`src/rtl/core/ifb_pkg.sv`:
```
package ifb_pkg;

  localparam int SampleW = 16;
  localparam int PosInW  = 13;
  localparam int IdxW    = 11;
  // signed frame positions: holds -65536 .. 2*65536 for the largest period
  localparam int PosW    = 20;
  localparam int AbsW    = 16;
  localparam int GapW    = 18;
  localparam int DefaultPeriodFrames = 2048;

  typedef enum logic [1:0] {
    REQ_UPDATE = 2'd0,
    REQ_READ   = 2'd1,
    REQ_FLUSH  = 2'd2,
    REQ_NONE   = 2'd3
  } req_t;

  typedef struct packed {
    logic              start;
    logic [AbsW-1:0]   dividend;
    logic [GapW-1:0]   divisor;
  } div_req_t;

  typedef struct packed {
    logic              done;
    logic [AbsW-1:0]   quot;
    logic [GapW-1:0]   rem;
  } div_rsp_t;

endpackage

```
`src/rtl/core/ifb_div.sv`:
```
module ifb_div (
  input  logic                clk,
  input  logic                rst_n,
  input  ifb_pkg::div_req_t   req,
  output ifb_pkg::div_rsp_t   rsp
);
  import ifb_pkg::*;

  localparam int CntW = $clog2(AbsW + 1);

  logic [CntW-1:0] cnt_r;
  logic            busy_r;
  logic            done_r;
  logic [AbsW-1:0] quo_r;
  logic [GapW-1:0] rem_r;
  logic [GapW-1:0] dvs_r;
  logic [GapW:0]   trial;
  logic            fits;

  // one quotient bit a cycle, restoring
  assign trial = {rem_r, quo_r[AbsW-1]};
  assign fits  = trial >= {1'b0, dvs_r};

  always_ff @(posedge clk) begin
    if (!rst_n) begin
      busy_r <= 1'b0;
      done_r <= 1'b0;
      cnt_r  <= '0;
    end else begin
      done_r <= 1'b0;
      if (req.start) begin
        busy_r <= 1'b1;
        cnt_r  <= CntW'(AbsW);
        quo_r  <= req.dividend;
        rem_r  <= '0;
        dvs_r  <= req.divisor;
      end else if (busy_r) begin
        rem_r <= fits ? GapW'(trial - {1'b0, dvs_r}) : GapW'(trial);
        quo_r <= {quo_r[AbsW-2:0], fits};
        cnt_r <= cnt_r - 1'b1;
        if (cnt_r == CntW'(1)) begin
          busy_r <= 1'b0;
          done_r <= 1'b1;
        end
      end
    end
  end

  assign rsp.done = done_r;
  assign rsp.quot = quo_r;
  assign rsp.rem  = rem_r;

endmodule

```
`config.mk`:
```
export PLATFORM = sky130hd
export DESIGN_NAME = ifb_div
export DESIGN_NICKNAME = d
export VERILOG_FILES = /design/src/rtl/core/ifb_pkg.sv /design/src/rtl/core/ifb_div.sv
export SDC_FILE = /design/constraint.sdc
export NUM_CORES = 1
export LEC_CHECK = 0
export BUFFER_PORTS_ARGS = -buffer_cell sky130_fd_sc_hd__buf_2
export CAP_MARGIN = 20
export CORE_MARGIN = 1.5
export CORE_UTILIZATION = 30
export DETAILED_ROUTE_END_ITERATION = 8
export PLACE_DENSITY = 0.6
export REMOVE_ABC_BUFFERS = 1
export SLEW_MARGIN = 20
export SYNTH_ARGS = -nofsm -noshare
export SYNTH_HDL_FRONTEND = slang
export SYNTH_SLANG_ARGS = --single-unit
```
`constraint.sdc`:
```
create_clock -name clk -period 5.3 [get_ports clk]
set_input_delay 1.325 -clock clk [delete_from_list [all_inputs] [get_ports clk]]
set_output_delay 1.325 -clock clk [all_outputs]
set_load 0.01 [all_outputs]
```
==> results of run 1 <==
## worst paths after layout
| path | endpoint | slack [ps] | depth (start not counted) |
|---|---|---|---|
| worst max-delay path | rem_r[3] | 2070 | 9 |
| worst max register to register | rem_r[3] | 2070 | 9 |
| worst min register to register | cnt_r[1] | 520 | 2 |
| worst min-delay path | cnt_r[1] | 520 | 2 |
## layout make-up
| cell class | count | area [sq um] | area share, % |
|---|---|---|---|
| Clock buffer | 11 | 275 | 6.54 |
| Clock inverter | 5 | 63.8 | 1.52 |
| Inverter | 26 | 97.6 | 2.32 |
| Multi-Input combinational cell | 196 | 1520 | 36.0 |
| Sequential cell | 59 | 1700 | 40.4 |
| Tap cell | 140 | 175 | 4.16 |
| Timing Repair Buffer | 74 | 378 | 8.98 |
## worst max-delay path, delay by kind of cell (launching register included)
family	cells	cell delay (ps)
adders and majority gates	1	390
and+or+nand+nor	1	70
muxes	1	210
DFF	1	420
buffers and inverters	1	380
AOI/OAI and AO/OA	5	1490
## where the power goes
part | internal (mW) | switching (mW) | total, mW | leakage [nW]
logic | 0.147 | 0.193 | 0.339 | 1.07
registers | 0.556 | 0.0228 | 0.578 | 0.555
clock network | 0.425 | 0.216 | 0.641 | 0.163
## metal layers
layer | wire length [um] | vias to the layer above | global-route usage (%)
li1 | - | 1214 | -
met1 | 3510 | 1109 | 17.1
met2 | 3170 | 52 | 19.5
met3 | 398 | 6 | 5.02
met4 | 78 | 0 | 4.79
met5 | 0 | - | 0
## per-stage QoR
stage	cell area, sq um	hold slack [ps]	instances	utilization (%)
2_1_floorplan	3320	468	281	-
3_3_place_gp	3870	484	495	35.4
3_5_place_dp	3870	514	495	35.4
4_1_cts	4210	523	511	38.5
5_1_grt	4210	544	511	38.5
6_report	4210	516	511	38.5
## cell usage in the layout, fill, tap and decap left out, types with 3 or more instances in the layout
cell,n
o21a_1,5
ha_1,20
o21ai_0,7
nand2_1,18
nand4_1,5
nand2b_1,3
a21o_1,5
nor2_1,26
mux2_2,15
buf_2,71
a21oi_2,5
edfxtp_1,52
xnor2_1,8
a21oi_1,10
inv_1,26
clkbuf_16,11
a211oi_1,3
nand3_1,3
dfxtp_1,7
o21ai_1,4
xor2_1,10
buf_4,3
mux2i_1,16
## cells by family after synthesis
kind of cell | synth area share [%]
multiplexers | 9.73
AO/OA/AOI/OAI | 12.4
flip-flops | 50.3
XOR/XNOR | 4.66
AND/OR/NAND/NOR | 10.1
buffers and inverters | 4.81
adder cells (fa/ha/maj) | 7.99
## sequential cells by signal, summed over array words and instances, names as in the netlist
| register | cells |
|---|---|
| dvs_r | 18 |
| rem_r | 18 |
| quo_r | 16 |
| cnt_r | 5 |
| busy_r | 1 |
| done_r | 1 |
==> impl_results.md, run 1 <==
- Synth Instances: 291
- Layout cell share with drive strength beyond 1: 31.8%
- Critical Path AT: 3290 ps
- GRT Resource Usage Total: 13.1%
- Drt total wl: around 7200 um
- Die ar.: around 12000 sq um
- Initial core utilization: 30.9%
- Routed Antenna Nets: 0
- Core area: 10900 sq um
- Class of the worst hold path: flip-flop to flip-flop
- Sink Count: 59
- DR vias: ~2400
- Status: completed
- PostCTS Resize Cnt: 0
- DR DRC count: 0
- CTS root buf: clkbuf_16
- Mean Syn Cell Area: between 10 and 15 sq um
- Asr flop ratio synth: 0%
- Critical Path Start Type: flip-flop
- Final #Nets: approximately 420
- Synth cell types: 50
- HPWL after DPL: approximately 5100 um
- CTS Hold Bufs: 0
- FF+latch count, synth: between 50 and 60
- Worst-Margin Slew: ~900 ps
- Die Width: between 100 and 150 um
- Clk buf depth: 2
- HP Start: cnt_r[1]
- Slowest CP cell: a2111oi_4
- Final setup vio count: 0
- CP max stage delay: about 860 ps
- Post-route setup TNS: 0 ps
- CP Class: flip-flop to flip-flop
- Layout area overhead: 24.5%
- Synth top area share: a little under half
- Synth top area cells: edfxtp_1, ha_1, mux2_2
- Place WS: approximately 2100 ps
- VDD IR-drop max: approximately 0.14 mV
- Mapped Area: 3380 sq um
- Maxcap violations: 0
- DR iter-0 viols: 80
- PortBufs: between 70 and 80
- CP max FO: 12
- Seq/Total Area, Yosys: approximately 50%
- Routed len/inst: between 10 and 15 um
- Post-synth top cells: edfxtp_1, inv_1, nor2_1
- Worst-path clk slew: 60 ps
- CP Capture Type: flip-flop
- Slew headroom: approximately two fifths
- Postcts setup bufs: 0
- Final setup margin: between 2000 and 2500 ps
- Unrepaired setup endpoints after global routing: no
- Critical Path, Cell by Cell: ha_1 -> o21ai_1 -> a211oi_1 -> o21ai_2 -> a31oi_2 -> a2111oi_4 -> buf_4 -> mux2i_1 -> nor2_1
- PwrDens: 370 nW/um^2
- CP Data Required Time: about 5400 ps
- First-pass GRT wire length: 11800 um
- Clock Skew: around 8.4 ps
- Vias per cell: between 4 and 5
- Achievable Freq: roughly 0.31 GHz
- Final hold violations: 0
- Antenna violations before repair: 0
- EDFF count, synth: 52
- Clk_lat worst skew: around 330 ps
- First drt pass iteration count: 4
- # rows: 38
- Top-count cell post-synth: edfxtp_1
- FF-to-FF Start: rem_r[4]
- Antenna diodes: 0
- CTS tree: built
- Number of CTS-inserted buffers: 9
- Gpl congestion: around 0.8
- Power consumption: 1.56 mW
- Max Transition Viols Final: 0
- Yosys warnings: 0
- Period Utilization, post-route: about three fifths
- Synth Flop Type: edfxtp_1
- Crit path time final: ~3200 ps
- Htree depth: 3
- Ports: 72
- Die Ht: roughly 110 um
- Largest area contributor in the netlist: edfxtp_1
- Fill cells: 1111
- Crit path from: rem_r[4]
- Largest net degree at the start of global routing: 28
- Vias in the first global route: roughly 2400
- GRT overflow: 0
- Lkg Pwr: 1.78 nW
No activity file was read; power rests on OpenSTA's default activity.
==> run 2: changes to the inputs <==
--- a/config.mk
+++ b/config.mk
@@ -5,12 +5,13 @@
 export SDC_FILE = /design/constraint.sdc
 export NUM_CORES = 1
 export LEC_CHECK = 0
+export ABC_AREA = 1
 export BUFFER_PORTS_ARGS = -buffer_cell sky130_fd_sc_hd__buf_2
 export CAP_MARGIN = 20
 export CORE_MARGIN = 1.5
 export CORE_UTILIZATION = 30
 export DETAILED_ROUTE_END_ITERATION = 8
-export PLACE_DENSITY = 0.6
+export PLACE_DENSITY = 0.61
 export REMOVE_ABC_BUFFERS = 1
 export SLEW_MARGIN = 20
 export SYNTH_ARGS = -nofsm -noshare
==> constraint.sdc (replaced) <==
create_clock -name clk -period 2.7 [get_ports clk]
set_input_delay 0.675 -clock clk [delete_from_list [all_inputs] [get_ports clk]]
set_output_delay 0.675 -clock clk [all_outputs]
set_load 0.01 [all_outputs]
==> impl_results.md, run 2 <==
- Critical Path AT: approximately 2500 ps
- Sw Share: between 30% and 40%
- DR vias: roughly 3200
- Commonest non-fill, non-tap cell in the layout: nand2_1
- Antenna diodes: 0
- Initial core utilization: around 31%
- Worst-path clk slew: about 60 ps
- Final setup vio count: 0
- FF-to-FF Start: rem_r[8]
- Slowest CP cell: edfxtp_1
- Min Hold Slack: around 500 ps
- VDD IR-drop max: 0.304 mV
- Post-route setup TNS: 0 ps
- CP Capture Type: flip-flop
- Fill cells: around 1200
- Post-synth top cells: nand2_1, inv_1, edfxtp_1
- Die Width: 113 um
- PwrDens: around 650 nW/um^2
- CTS root buf: clkbuf_16
- Critical Path Start Type: flip-flop
- Routed len/inst: approximately 13 um
- Vias per cell: roughly 4.4
- Synth top area cells: edfxtp_1, nand2_1, inv_1
- CTS tree: built
- First-pass GRT wire length: ~16000 um
- Class of the worst hold path: flip-flop to flip-flop
- Max Transition Viols Final: 0
- Achievable Freq: a little over 0.4 GHz
- DR iter-0 viols: 154
- Yosys warnings: 0
- Largest net degree at the start of global routing: 28
- Pint: ~2 mW
- Most frequent cells in the layout: nand2_1, inv_1, buf_2
- Core area: 12000 sq um
- Antenna violations before repair: 0
- PortBufs: around 70
- Die Ht: around 110 um
- Leading registers by flop count: dvs_r: 18 flops, rem_r: 18 flops, quo_r: 16 flops
- HPWL after DPL: between 6000 and 7000 um
- Unrepaired setup endpoints after global routing: no
- Final #Nets: slightly above 600
- CP max stage delay: 450 ps
- Top-count cell post-synth: nand2_1
- Synth Flop Type: edfxtp_1
- FF+latch count, synth: between 50 and 60
- Htree depth: 3
- PostCTS Resize Cnt: 0
- Reg2reg path depth: 13
- Top cell by count, worst path: nand2_1
- Clock power share: 37.6%
- Maxcap violations: 0
- Mean Syn Cell Area: around 7.6 sq um
- Synth top area share: between 40% and 50%
- Clk buf depth: 2
- CP Class: flip-flop to flip-flop
- Final hold violations: 0
- Postcts setup bufs: 0
- Synth Instances: 479
- Crit path time final: 2410 ps
- Vias in the first global route: 3273
- WHS Path Cells: 2
- GRT Resource Usage Total: 15.5%
- DR DRC count: 0
- First drt pass iteration count: 4
- Clk_lat worst skew: approximately 330 ps
- Asr flop ratio synth: 0%
- EDFF count, synth: 52
- Layout cell share with drive strength beyond 1: ~17%
- Worst-Margin Slew: approximately 460 ps
- Layout area overhead: 22.9%
- Sink Count: 59
- Mapped Area: around 3700 sq um
- Largest area contributor in the netlist: edfxtp_1
- Gpl congestion: 0.881
- Period Utilization, post-route: approximately 89%
- Routed Antenna Nets: 0
- Lkg Pwr: 2.30 nW
- Number of CTS-inserted buffers: 9
- Critical Path, Cell by Cell: ha_1 -> nand2_1 -> inv_1 -> nand2_1 -> nand2_1 -> inv_1 -> nand2_1 -> nand2_1 -> nand4_4 -> nand2_2 -> nand2_1 -> nand2_1 -> inv_1
- # rows: 40
- Status: completed
- Clock Skew: 9.54 ps
- Die ar.: ~13000 sq um
- CTS Hold Bufs: 0
- NetSw: approximately 0.94 mW
- CP Data Required Time: about 2800 ps
- GRT overflow: 0
- Combinational share of power: 24.0%
- Slew headroom: between 60% and 70%
- Seq/Total Area, Yosys: 46.5%
- Reg power frac: about 39%
- HP Start: cnt_r[4]
- Crit path from: rem_r[8]
- CP max FO: 27
- Drt total wl: roughly 9200 um
- Synth cell types: 28
- Ports: approximately 70
[run 2: cell types whose count changed after synthesis, moves of 6 or more]
cell,before,now
nand2_1,18,195
inv_1,26,77
nand3_1,3,22
mux2i_1,16,0
mux2_2,15,0
nor2_1,26,41
a21oi_1,10,23
xnor2_1,8,2
[run 2: routing by layer]
layer / routed length, um / vias up / track usage, %
met4: 163 / 0 / 6.33
li1: - / 1672 / -
met1: 4330 / 1397 / 20.2
met2: 4190 / 77 / 24.8
met5: 0 / - / 0
met3: 473 / 10 / 3.72
[run 2: critical path: cells and delay by family, from the launching register on]
kind	cells	cell delay [ps]
flops	1	450
buf+inv	3	190
fa+ha+maj	1	390
simple gates	9	1130
[run 2: final cells by class]
| class | count | area, sq um | share of cell area [%] |
|---|---|---|---|
| clock buffers | 10 | 239 | 5.31 |
| clock inverters | 6 | 48.8 | 1.09 |
| inverters | 78 | 293 | 6.51 |
| multi-input cells | 334 | 1630 | 36.3 |
| flip-flops and latches | 59 | 1700 | 37.8 |
| well taps | 147 | 184 | 4.09 |
| repair buffers | 77 | 400 | 8.90 |
[run 2: per-stage QoR]
| stage | instance area [sq um] | utilization [%] | power (mW) | worst slack, ps | std cells |
|---|---|---|---|---|---|
| 6_report | 4500 | 37.6 | 2.94 | 294 | 711 |
| 2_1_floorplan | 3610 | - | 1.63 | -304 | 471 |
| 3_3_place_gp | 4210 | 35.2 | 1.85 | 253 | 695 |
| 3_5_place_dp | 4210 | 35.2 | 1.85 | 248 | 695 |
| 5_1_grt | 4500 | 37.6 | 3.12 | 43.5 | 711 |
| 4_1_cts | 4490 | 37.6 | 2.97 | 252 | 711 |
[run 2: logic make-up after synthesis]
kind of cell | count (synthesis) | synth area share [%]
AOI/OAI and AO/OA | 28 | 4.00
xor gates and xnor gates | 8 | 1.91
and+or+nand+nor | 277 | 30.9
adders and majority gates | 21 | 7.38
buffers and inverters | 86 | 9.33
DFF | 59 | 46.5
[run 2: power groups by stage]
stage | logic [mW] | registers [mW] | clock network (mW)
3_5_place_dp | 0.705 | 1.15 | 0
4_1_cts | 0.709 | 1.13 | 1.12
6_report | 0.704 | 1.13 | 1.10
2_1_floorplan | 0.465 | 1.16 | 0
3_3_place_gp | 0.698 | 1.15 | 0
5_1_grt | 0.817 | 1.14 | 1.17
[run 2: path summary, 6_finish.rpt]
check,to,slack [ps]
min,cnt_r[4],500
min reg2reg,cnt_r[4],500
max,rem_r[17],290
max reg2reg,rem_r[17],290
==> run 3: changes to the inputs <==
==> config.mk (replaced) <==
export PLATFORM = sky130hd
export DESIGN_NAME = ifb_div
export DESIGN_NICKNAME = d
export VERILOG_FILES = /design/src/rtl/core/ifb_pkg.sv /design/src/rtl/core/ifb_div.sv
export SDC_FILE = /design/constraint.sdc
export NUM_CORES = 1
export LEC_CHECK = 0
export ABC_AREA = 1
export BUFFER_PORTS_ARGS = -buffer_cell sky130_fd_sc_hd__buf_4
export CAP_MARGIN = 20
export CORE_MARGIN = 1.5
export CORE_UTILIZATION = 35
export DETAILED_ROUTE_END_ITERATION = 8
export PLACE_DENSITY = 0.68
export REMOVE_ABC_BUFFERS = 1
export SYNTH_ARGS = -nofsm -noshare
export SYNTH_HDL_FRONTEND = slang
export SYNTH_SLANG_ARGS = --single-unit
==> impl_results.md, run 3 (same netlist as run 2, synthesis figures left out) <==
- Status: completed
- Critical Path AT: between 2000 and 3000 ps
- Reg2reg path depth: 13
- Vias in the first global route: 3194
- Place WS: 263 ps
- Clock Skew: 6.53 ps
- Number of CTS-inserted buffers: 9
- FF-to-FF setup slack: roughly 250 ps
- Htree depth: 3
- CP Class: flip-flop to flip-flop
- Unrepaired setup endpoints after global routing: no
- Initial core utilization: 35.8%
- Lkg Pwr: 2.32 nW
- Fin cells: 700
- # rows: 37
- CTS root buf: clkbuf_8
- Clk_lat worst skew: ~340 ps
- Final #Nets: between 600 and 700
- Postcts setup bufs: 0
- Largest net degree at the start of global routing: 28
- GRT Resource Usage Total: between 10% and 20%
- First drt pass iteration count: 4
- Slew headroom: 69.9%
- PwrDens: 587 nW/um^2
- Slowest CP cell: edfxtp_1
- Critical Path, Cell by Cell: ha_1 -> nand2_1 -> inv_1 -> nand2_1 -> nand2_1 -> inv_1 -> nand2_1 -> nand2_1 -> nand4_4 -> nand2_1 -> nand2_1 -> nand2_1 -> inv_1
- PortBufs: 71
- Die Width: about 110 um
- Clk buf depth: 2
- Max Transition Viols Final: 0
- Final setup vio count: 0
- Die ar.: 11100 sq um
- DR iter-0 viols: roughly 130
- Layout cell share with drive strength beyond 1: between 10% and 20%
- Most frequent cells in the layout: nand2_1, inv_1, buf_4
- Ports: 72
- CP Data Required Time: roughly 2800 ps
- CP max FO: 27
- Layout area overhead: 24.5%
- Routed len/inst: between 10 and 15 um
- Gpl congestion: 0.937
- PostCTS Resize Cnt: 0
- HP Start: cnt_r[4]
- Core area: just over 10000 sq um
- GRT overflow: 0
- Maxcap violations: 0
- Sink Count: 59
- Routed Antenna Nets: 0
- First-pass GRT wire length: 14700 um
- CP max stage delay: about 450 ps
- Achievable Freq: around 0.4 GHz
- FF-to-FF Start: rem_r[8]
- Die Ht: around 110 um
- Commonest non-fill, non-tap cell in the layout: nand2_1
- Drt total wl: just over 9000 um
- DP Cell Count: a little under 700
- CP Capture Type: flip-flop
- Crit path time final: roughly 2400 ps
- Crit path from: rem_r[8]
- Leading registers by flop count: dvs_r: 18 flops, rem_r: 18 flops, quo_r: 16 flops
- CTS Hold Bufs: 0
- HPWL after DPL: a little under 7000 um
- Critical Path Start Type: flip-flop
- Antenna diodes: 0
- Top cell by count, worst path: nand2_1
- Antenna violations before repair: 0
- DR vias: 3233
- VDD IR-drop max: between 0.2 and 0.25 mV
- CTS tree: built
- Worst-path clk slew: 70 ps
- R2R Path End: rem_r[17]
- CP Capture Point: rem_r[17]
- Final setup margin: between 200 and 300 ps
- Period Utilization, post-route: around nine tenths
- Worst-Margin Slew: around 450 ps
- Class of the worst hold path: flip-flop to flip-flop
- DR DRC count: 0
- Vias per cell: 4.62
- Final hold violations: 0
==> run 3: worst max-delay path, delay by kind of cell (launching register included) <==
kind / cells / cell delay, ps
DFF: 1 / 450
adders and majority gates: 1 / 400
buffers and inverters: 3 / 190
and+or+nand+nor: 9 / 1170
==> run 3: cell type report <==
class,instances,area (sq um)
fillers,1037,5680
flip-flops and latches,59,1700
multi-input cells,334,1630
repair buffers,77,578
inverters,78,293
well taps,136,170
clock buffers,11,131
clock inverters,5,53.8
==> run 3: worst min-delay path by stage <==
stage / end / slack (ps) / depth (start not counted)
after floorplan: cnt_r[4] / 450 / 2
after global placement: cnt_r[4] / 460 / 2
after detailed placement: cnt_r[4] / 480 / 2
after CTS: dvs_r[15] / 490 / 1
after global routing: dvs_r[15] / 490 / 1
final: cnt_r[4] / 480 / 2
==> run 3: through the flow <==
stage	total power [mW]	hold slack [ps]	TNS [ps]	util (%)	cell area, sq um
after detailed placement	1.89	481	0	42.7	4370
after global placement	1.88	462	0	42.7	4370
after floorplan	1.63	447	-10630	-	3610
final	2.67	485	0	44.5	4560
after CTS	2.70	489	0	44.5	4560
after global routing	2.83	493	0	44.5	4560
==> run 3: routing by layer <==
metal  track usage, %  vias to the layer above  wire [um]
met3             3.96                       18        578
met5                0                        -          0
li1                 -                     1672          -
met4             7.34                        0        194
met2             27.7                      108       4160
met1             21.6                     1435       4200
==> run 3: power by group <==
part,leakage (nW),switching (mW),internal [mW]
Sequential,0.556,0.0461,1.09
Clock,0.0870,0.378,0.422
Combinational,1.67,0.447,0.292
Total,2.32,0.872,1.80
